[config.mk]
export PLATFORM = sky130hd
export DESIGN_NAME = symbol_address_range_lookup
export DESIGN_NICKNAME = d
export VERILOG_FILES = /design/src/rtl/sarl_pkg.sv /design/src/rtl/sarl_ram.sv /design/src/rtl/sarl_scan.sv /design/src/rtl/symbol_address_range_lookup.sv
export SDC_FILE = /design/constraint.sdc
export NUM_CORES = 2
export LEC_CHECK = 0
export ABC_AREA = 0
export BUFFER_PORTS_ARGS = -buffer_cell sky130_fd_sc_hd__buf_2
export CORE_ASPECT_RATIO = 1.75
export CORE_UTILIZATION = 47
export CTS_BUF_LIST = sky130_fd_sc_hd__clkbuf_8 sky130_fd_sc_hd__clkbuf_16
export CTS_CLUSTER_SIZE = 30
export DETAILED_ROUTE_END_ITERATION = 8
export GPL_ROUTABILITY_DRIVEN = 0
export HOLD_SLACK_MARGIN = 0.06
export PLACE_DENSITY = 0.68
export SYNTH_ARGS = -nofsm -noshare
export SYNTH_HDL_FRONTEND = slang
export SYNTH_HIERARCHICAL = 1
export SYNTH_SLANG_ARGS = --single-unit
[constraint.sdc]
create_clock -name clock -period 9.5 [get_ports clock]
set_input_delay 1.9 -clock clock [delete_from_list [all_inputs] [get_ports clock]]
set_output_delay 1.9 -clock clock [all_outputs]
set_load 0.02 [all_outputs]
[src/rtl/sarl_pkg.sv]
// sarl_pkg: shared constants, types and codes for the symbol address range lookup.
// No dependencies.
`timescale 1ns / 1ps

package sarl_pkg;

   localparam int TABLE_DEPTH = 64;
   localparam int IDX_WIDTH   = (TABLE_DEPTH > 1) ? $clog2(TABLE_DEPTH) : 1;
   localparam int LIMIT_WIDTH = $clog2(TABLE_DEPTH + 1);

   localparam int ADDR_WIDTH  = 32;
   localparam int COUNT_WIDTH = 7;
   localparam int SLOT_WIDTH  = 6;
   localparam int ENTRY_WIDTH = 2 * ADDR_WIDTH;

   localparam logic CMD_WRITE  = 1'b0;
   localparam logic CMD_LOOKUP = 1'b1;

   typedef enum logic {
      ST_IDLE,
      ST_SCAN
   } state_type;

   typedef struct packed {
      logic                 en;
      logic [IDX_WIDTH-1:0] addr;
   } rd_req_type;

   typedef struct packed {
      logic                  valid;
      logic                  found;
      logic [SLOT_WIDTH-1:0] index;
   } rsp_type;

endpackage

[src/rtl/sarl_ram.sv]
// sarl_ram: generic single-write, single-read RAM with registered read data.
// No dependencies.
`timescale 1ns / 1ps

module sarl_ram #(
   parameter int WIDTH = 8,
   parameter int DEPTH = 16
) (
   input  logic                                       clock,
   input  logic                                       wr_en,
   input  logic [((DEPTH > 1) ? $clog2(DEPTH) : 1)-1:0] wr_addr,
   input  logic [WIDTH-1:0]                           wr_data,
   input  logic                                       rd_en,
   input  logic [((DEPTH > 1) ? $clog2(DEPTH) : 1)-1:0] rd_addr,
   output logic [WIDTH-1:0]                           rd_data
);

   logic [WIDTH-1:0] mem_ff [DEPTH];
   logic [WIDTH-1:0] rd_data_ff;

   always_ff @(posedge clock) begin
      if (wr_en) begin
         mem_ff[wr_addr] <= wr_data;
      end
      if (rd_en) begin
         rd_data_ff <= mem_ff[rd_addr];
      end
   end

   assign rd_data = rd_data_ff;

endmodule

[src/rtl/sarl_scan.sv]
// sarl_scan: lookup sequencer and shared range compare unit.
// Depends on sarl_pkg; reads the table through an external sarl_ram.
`timescale 1ns / 1ps

module sarl_scan (
   input  logic                                  clock,
   input  logic                                  reset,
   input  logic                                  start_lookup,
   input  logic [sarl_pkg::ADDR_WIDTH-1:0]       lookup_address,
   input  logic [sarl_pkg::LIMIT_WIDTH-1:0]      limit,
   input  logic [sarl_pkg::ENTRY_WIDTH-1:0]      entry_data,
   output sarl_pkg::rd_req_type                  rd_req,
   output logic                                  busy,
   output sarl_pkg::rsp_type                     rsp
);
   import sarl_pkg::*;

   state_type                state_ff, state_in;
   logic [LIMIT_WIDTH-1:0]   rd_idx_ff, rd_idx_in;
   logic                     cmp_valid_ff, cmp_valid_in;
   logic [IDX_WIDTH-1:0]     cmp_idx_ff, cmp_idx_in;
   logic [ADDR_WIDTH-1:0]    addr_ff;
   rsp_type                  rsp_ff, rsp_in;

   logic [ADDR_WIDTH-1:0]    base;
   logic [ADDR_WIDTH-1:0]    span;
   logic [ADDR_WIDTH:0]      upper;
   logic                     covers;
   logic                     hit;
   logic                     more;
   logic                     finish;

   // shared compare unit: base <= addr <= base + span, 33-bit upper bound
   assign base   = entry_data[ENTRY_WIDTH-1:ADDR_WIDTH];
   assign span   = entry_data[ADDR_WIDTH-1:0];
   assign upper  = {1'b0, base} + {1'b0, span};
   assign covers = (addr_ff >= base) && ({1'b0, addr_ff} <= upper);

   assign hit    = cmp_valid_ff && covers;
   assign more   = rd_idx_ff < limit;
   assign finish = hit || (!cmp_valid_ff && !more);

   always_comb begin
      state_in = state_ff;
      unique case (state_ff)
         ST_IDLE: begin
            if (start_lookup) state_in = ST_SCAN;
         end
         ST_SCAN: begin
            if (finish) state_in = ST_IDLE;
         end
         default: state_in = ST_IDLE;
      endcase
   end

   always_comb begin
      rd_req.en    = 1'b0;
      rd_req.addr  = rd_idx_ff[IDX_WIDTH-1:0];
      rd_idx_in    = rd_idx_ff;
      cmp_valid_in = 1'b0;
      cmp_idx_in   = rd_idx_ff[IDX_WIDTH-1:0];
      rsp_in       = '0;
      unique case (state_ff)
         ST_IDLE: begin
            rd_idx_in = '0;
         end
         ST_SCAN: begin
            // read of entry i overlaps the compare of entry i-1
            if (more) begin
               rd_req.en = 1'b1;
               rd_idx_in = rd_idx_ff + LIMIT_WIDTH'(1);
            end
            cmp_valid_in = more && !finish;
            if (finish) begin
               rsp_in.valid = 1'b1;
               rsp_in.found = hit;
               rsp_in.index = hit ? SLOT_WIDTH'(cmp_idx_ff) : '0;
            end
         end
         default: begin
            rd_idx_in = '0;
         end
      endcase
   end

   always_ff @(posedge clock) begin
      if (reset) begin
         state_ff     <= ST_IDLE;
         rd_idx_ff    <= '0;
         cmp_valid_ff <= 1'b0;
         rsp_ff       <= '0;
      end else begin
         state_ff     <= state_in;
         rd_idx_ff    <= rd_idx_in;
         cmp_valid_ff <= cmp_valid_in;
         rsp_ff       <= rsp_in;
      end
   end

   always_ff @(posedge clock) begin
      cmp_idx_ff <= cmp_idx_in;
      if (start_lookup && state_ff == ST_IDLE) begin
         addr_ff <= lookup_address;
      end
   end

   assign busy = (state_ff != ST_IDLE);
   assign rsp  = rsp_ff;

`ifndef NO_ASSERTIONS
   a_strobe_single: assert property (@(posedge clock) disable iff (reset)
      rsp_ff.valid |=> !rsp_ff.valid)
      else $error("result strobe held for more than one cycle");

   a_strobe_idle: assert property (@(posedge clock) disable iff (reset)
      rsp_ff.valid |-> state_ff == ST_IDLE)
      else $error("result shown while still scanning");

   a_miss_index: assert property (@(posedge clock) disable iff (reset)
      (rsp_ff.valid && !rsp_ff.found) |-> rsp_ff.index == '0)
      else $error("miss result carries a nonzero index");

   a_cmp_in_scan: assert property (@(posedge clock) disable iff (reset)
      cmp_valid_ff |-> state_ff == ST_SCAN)
      else $error("compare pending outside a scan");

   a_idx_bound: assert property (@(posedge clock) disable iff (reset)
      (state_ff == ST_SCAN) |-> rd_idx_ff <= limit)
      else $error("scan index ran past the limit");
`endif

endmodule

[src/rtl/symbol_address_range_lookup.sv]
// symbol_address_range_lookup: top level, table RAM, entry count register, scan.
// Depends on sarl_pkg, sarl_ram and sarl_scan.
`timescale 1ns / 1ps

// Channel    | Ports                                            | Handshake
// -----------+--------------------------------------------------+----------------------
// request    | req_command, req_entry_index, req_address,       | start high, busy low
//            | req_span                                         |
// result     | rsp_found, rsp_match_index                       | rsp_valid, one cycle
// csr        | csr_wdata (entry_count)                          | csr_we
//
// A write request stores its entry in the accept cycle and gives no result;
// busy stays low, so the next request may follow at once.
// A lookup scans one table entry per cycle through the single RAM read port and
// the shared 33-bit add/compare unit; each compare works on the registered read
// data in the cycle after its read. A hit on entry i ends the scan and strobes
// its result with index i from the result register. A miss first compares
// min(entry_count, TABLE_DEPTH) entries and then checks that the scan is done;
// with entry_count 0 no entry is read. Busy is high until the result strobe.
// Reset (synchronous) clears the sequencer and entry_count; the table is not
// cleared, entries must be written before they are searched.
// The receiver cannot stall: each result is on the ports for one cycle only.

module symbol_address_range_lookup (
   input  logic                                  clock,
   input  logic                                  reset,
   input  logic                                  start,
   output logic                                  busy,
   input  logic                                  req_command,
   input  logic [sarl_pkg::SLOT_WIDTH-1:0]       req_entry_index,
   input  logic [sarl_pkg::ADDR_WIDTH-1:0]       req_address,
   input  logic [sarl_pkg::ADDR_WIDTH-1:0]       req_span,
   output logic                                  rsp_valid,
   output logic                                  rsp_found,
   output logic [sarl_pkg::SLOT_WIDTH-1:0]       rsp_match_index,
   input  logic                                  csr_we,
   input  logic [sarl_pkg::COUNT_WIDTH-1:0]      csr_wdata
);
   import sarl_pkg::*;

   logic [COUNT_WIDTH-1:0]  entry_count_ff;
   logic [LIMIT_WIDTH-1:0]  limit;
   logic                    accept;
   logic                    table_we;
   logic                    start_lookup;
   logic [ENTRY_WIDTH-1:0]  entry_data;
   rd_req_type              rd_req;
   rsp_type                 rsp;

   always_ff @(posedge clock) begin
      if (reset) begin
         entry_count_ff <= '0;
      end else if (csr_we) begin
         entry_count_ff <= csr_wdata;
      end
   end

   // counts past the table depth search the whole table
   assign limit = (int'(entry_count_ff) > TABLE_DEPTH) ? LIMIT_WIDTH'(TABLE_DEPTH)
                                                       : LIMIT_WIDTH'(entry_count_ff);

   assign accept       = start && !busy;
   assign start_lookup = accept && (req_command == CMD_LOOKUP);
   // writes beyond the table depth are dropped
   assign table_we     = accept && (req_command == CMD_WRITE)
                         && (int'(req_entry_index) < TABLE_DEPTH);

   sarl_ram #(
      .WIDTH (ENTRY_WIDTH),
      .DEPTH (TABLE_DEPTH)
   ) u_table (
      .clock   (clock),
      .wr_en   (table_we),
      .wr_addr (IDX_WIDTH'(req_entry_index)),
      .wr_data ({req_address, req_span}),
      .rd_en   (rd_req.en),
      .rd_addr (rd_req.addr),
      .rd_data (entry_data)
   );

   sarl_scan u_scan (
      .clock          (clock),
      .reset          (reset),
      .start_lookup   (start_lookup),
      .lookup_address (req_address),
      .limit          (limit),
      .entry_data     (entry_data),
      .rd_req         (rd_req),
      .busy           (busy),
      .rsp            (rsp)
   );

   assign rsp_valid       = rsp.valid;
   assign rsp_found       = rsp.found;
   assign rsp_match_index = rsp.index;

endmodule

==> reports/qor.txt <==
Status - finished, final reports clean
Maximum clock rate - 179.7 MHz
RSZ-0062 raised after global routing - no
DR iter-0 viols - 9471
CTS tree - yes
Hold buffers post-CTS - 0
Largest family of logic cells by synthesized area - multiplexers
Max VDD drop - 0.1457 mV
Area share of the largest cell type after synthesis - 0.7756
Post-Synth Adder-Cell Area - 0.008064
Layout cells sized above 1 - 0.2549
Post-synthesis compound-gate area fraction - 0.03014
Max-slew violation count - 0
Synth Flop Type - edfxtp_1
Clk pwr share - 0.404
Multiplexer area fraction after synthesis - 0.1509
Synth warn - 6
Number of post-CTS setup repair buffers - 0
Cell variety after synth - 69
DR vias - 79330
CP Capture Type - register
Sw Pwr - 7.545 mW
Vias in the first global route - 81030
Dpl cell area - 0.1693 mm^2
Critical Path RT - 10270 ps
Antenna violations before repair - 38
Simple-Gate Fraction of Synth Area - 0.01687
Area contributors post-synth - edfxtp_1 (78%), mux4_2 (14%), mux2i_1 (0.88%)
Max_slew headroom - 0.09379
Final Cell Area - 0.1810 mm^2
Hold Path Sink - u_scan/rsp[0]
Switching part of the total - 0.2054
Worst Tran Pin Value - 1359 ps
First-pass GRT wire length - 619.2 mm
Crit-path max FO - 9
Setup slack, reg-to-reg - 3930 ps
Mapped cell area - 0.1623 mm^2
DIE HEIGHT - 779.4 um
CTS Buf Count - 358
Routed vias/inst - 6.412
Root Buffer Master - clkbuf_16
Sequential Area - 0.1265 mm^2
Port-buffer cells - 90
R2R cell count - 18
Hold_sp - u_scan/cmp_idx_ff[0]
Yosys reg bits - 4222
Multi-input combinational cell area - 0.03425 mm^2
Syn Nets - 7355
Critical R2R Launch - u_table/rd_data[1]
Max Cap Viol - 0
Crit start category - register
Die width - 446.2 um
Detailed Routing Iterations Pass 1 - 8
Power share of the sequential group - 0.561
Rows - 285
Final core occ - 0.5266
Syn Inst Count - 7169
DRT Wirelength - 443.4 mm
Combinational share of power - 0.035
Tmin final - 5565 ps
Post-route setup slack - 3935 ps
CTS H-Tree Depth - 5
Lkg Pwr - 54.38 nW
R2r endpoint - u_scan/rsp[7]
Clk_lat worst skew - 950 ps
Post-synth EDFFs - 4192
Per-cell routed wire length - 35.84 um
Avg Inst Size Synth - 22.64 um^2
Largest net degree at the start of global routing - 110
I/O pin total - 91
Dpl hpwl - 256.4 mm
Pre-CTS setup slack - 3817 ps
Finish-stage setup viols - 0
Internal power - 29.19 mW
Total gr overflow - 0
Clock sinks - 4222
DIE AREA - 0.3478 mm^2
Post-route ant nets - 0
Cell taking the most area after synthesis - edfxtp_1
Number of fill cells in the layout - 25930
Sequential area share after synthesis - 0.7793
Post-cts resize count - 0
Area grow syn2layout - 11.54%
Post-Synth XOR/XNOR Area - 0.001565
Critical path arrival - 6330 ps
Crit Path Category - register to register
Initial Utilization - 0.4721
Final period util - 0.5858
Final TNS setup - 0 ps
Core area - 0.3438 mm^2
PwrDens - 202.9 mW/mm^2
Clock transition at path regs - 70 ps
Final nets - 7648
Gr usage total - 0.2545
Worst Hold Class - register to register
Hold Path Stages - 1
Post-synth ARST share - 0
Setup Skew - 79.54 ps
Max Root-Sink Buffers - 4
Fin. Hold Viols - 0
DR DRC count - 0
[power groups by stage]
stage          logic [mW]  registers (mW)  clock network, mW
6_report             1.29            20.6               14.9
3_3_place_gp         1.26            21.0                  0
2_1_floorplan       0.743            21.0                  0
4_1_cts              1.30            20.6               15.0
3_5_place_dp         1.29            21.0                  0
5_1_grt              1.38            20.6               15.6
[cells in the mapped netlist, drive strengths merged (20+ instances only)]
| cell type | count |
|---|---|
| a211oi | 68 |
| a21o | 22 |
| a21oi | 44 |
| a22o | 88 |
| a22oi | 168 |
| a2bb2oi | 20 |
| a31oi | 23 |
| a41oi | 27 |
| and3 | 68 |
| buf | 242 |
| clkbuf | 143 |
| dfxtp | 30 |
| edfxtp | 4192 |
| ha | 103 |
| inv | 69 |
| mux2i | 143 |
| mux4 | 1024 |
| nand2 | 84 |
| nand2b | 20 |
| nand3 | 54 |
| nor2 | 150 |
| nor2b | 43 |
| o21ai | 24 |
| o221ai | 39 |
| o22ai | 84 |
| or2 | 28 |
| or3 | 33 |
[through the flow]
stage                     power (mW)  std cells  hold WS (ps)
final                          36.73      12370         465.8
after global routing           37.59      12360         475.3
after CTS                      36.91      12340         467.3
after detailed placement       22.30      11690         453.3
after global placement         22.26      11690         445.2
after floorplan                21.71       7169         386.5
[how the worst max path moves through the flow]
stage	end	from	slack, ps	cells after the start
6_report	u_scan/rsp[7]	u_table/rd_data[1]	3930	18
5_1_grt	u_scan/rsp[7]	u_table/rd_data[1]	3660	18
4_1_cts	u_scan/rsp[7]	u_table/rd_data[1]	4120	18
3_5_place_dp	u_table/mem_ff[62][27]	req_command	3820	7
3_3_place_gp	u_table/mem_ff[62][27]	req_command	3810	7
2_1_floorplan	u_table/mem_ff[48][0]	start	1940	3
[layer usage]
metal  GRT usage  part of all wire  wire (um)
met2      0.4510              0.53     234200
met4      0.1365             0.062      27290
met1      0.2988              0.33     148200
met5           0           0.00023        100
met3     0.03676             0.076      33500
[registers in the layout, indices dropped and copies added, names as in the netlist]
name	flops
u_table/mem_ff	4096
u_table/rd_data	64
u_scan/addr_ff	32
u_scan/rsp	8
entry_count_ff	7
u_scan/rd_idx_ff	7
u_scan/cmp_idx_ff	6
u_scan/busy	1
u_scan/cmp_valid_ff	1
[layout by cell type (no fill, tap or decap), drive strengths merged, types with 44 or more instances in the layout]
cell type | synthesis | final
ha | 103 | 103
clkbuf | 143 | 367
mux4 | 1024 | 1024
and3 | 68 | 68
clkinv | 0 | 140
edfxtp | 4192 | 4192
mux2i | 143 | 143
inv | 69 | 145
a21oi | 44 | 44
a22oi | 168 | 168
o22ai | 84 | 84
nand2 | 84 | 84
nand3 | 54 | 54
a22o | 88 | 88
a211oi | 68 | 68
buf | 242 | 318
nor2 | 150 | 150
[final cells by class]
type,instances,area share
clock inverter,279,0.01391
timing repair buffer,318,0.01389
tap,4592,0.03174
clock buffer,367,0.05061
inverter,69,0.001431
sequential,4222,0.6988
multi-input combinational,2493,0.1892
antenna,32,0.0004423
[cell families (layout without fill, tap and decap cells)]
group	count (synthesis)	in the layout
adders and majority gates	104	104
buffers and inverters	454	1033
muxes	1167	1167
other	0	32
AOI/OAI and AO/OA	655	655
DFF	4222	4222
xor gates and xnor gates	29	29
and+or+nand+nor	538	538
[worst max-delay path, stage by stage (launching register included)]
cell	delay (ps)
edfxtp_1	420
ha_1	350
a211o_1	310
o211ai_1	150
o211ai_1	210
o311ai_0	580
nand2_1	250
a21o_1	230
a21oi_1	190
xor2_1	100
ha_1	330
nand4_1	150
nor4_1	470
nand4_1	220
o22ai_1	210
a211oi_1	80
nor3b_1	440
o21a_1	490
o32ai_1	210
(Power assumes the default switching activity.)
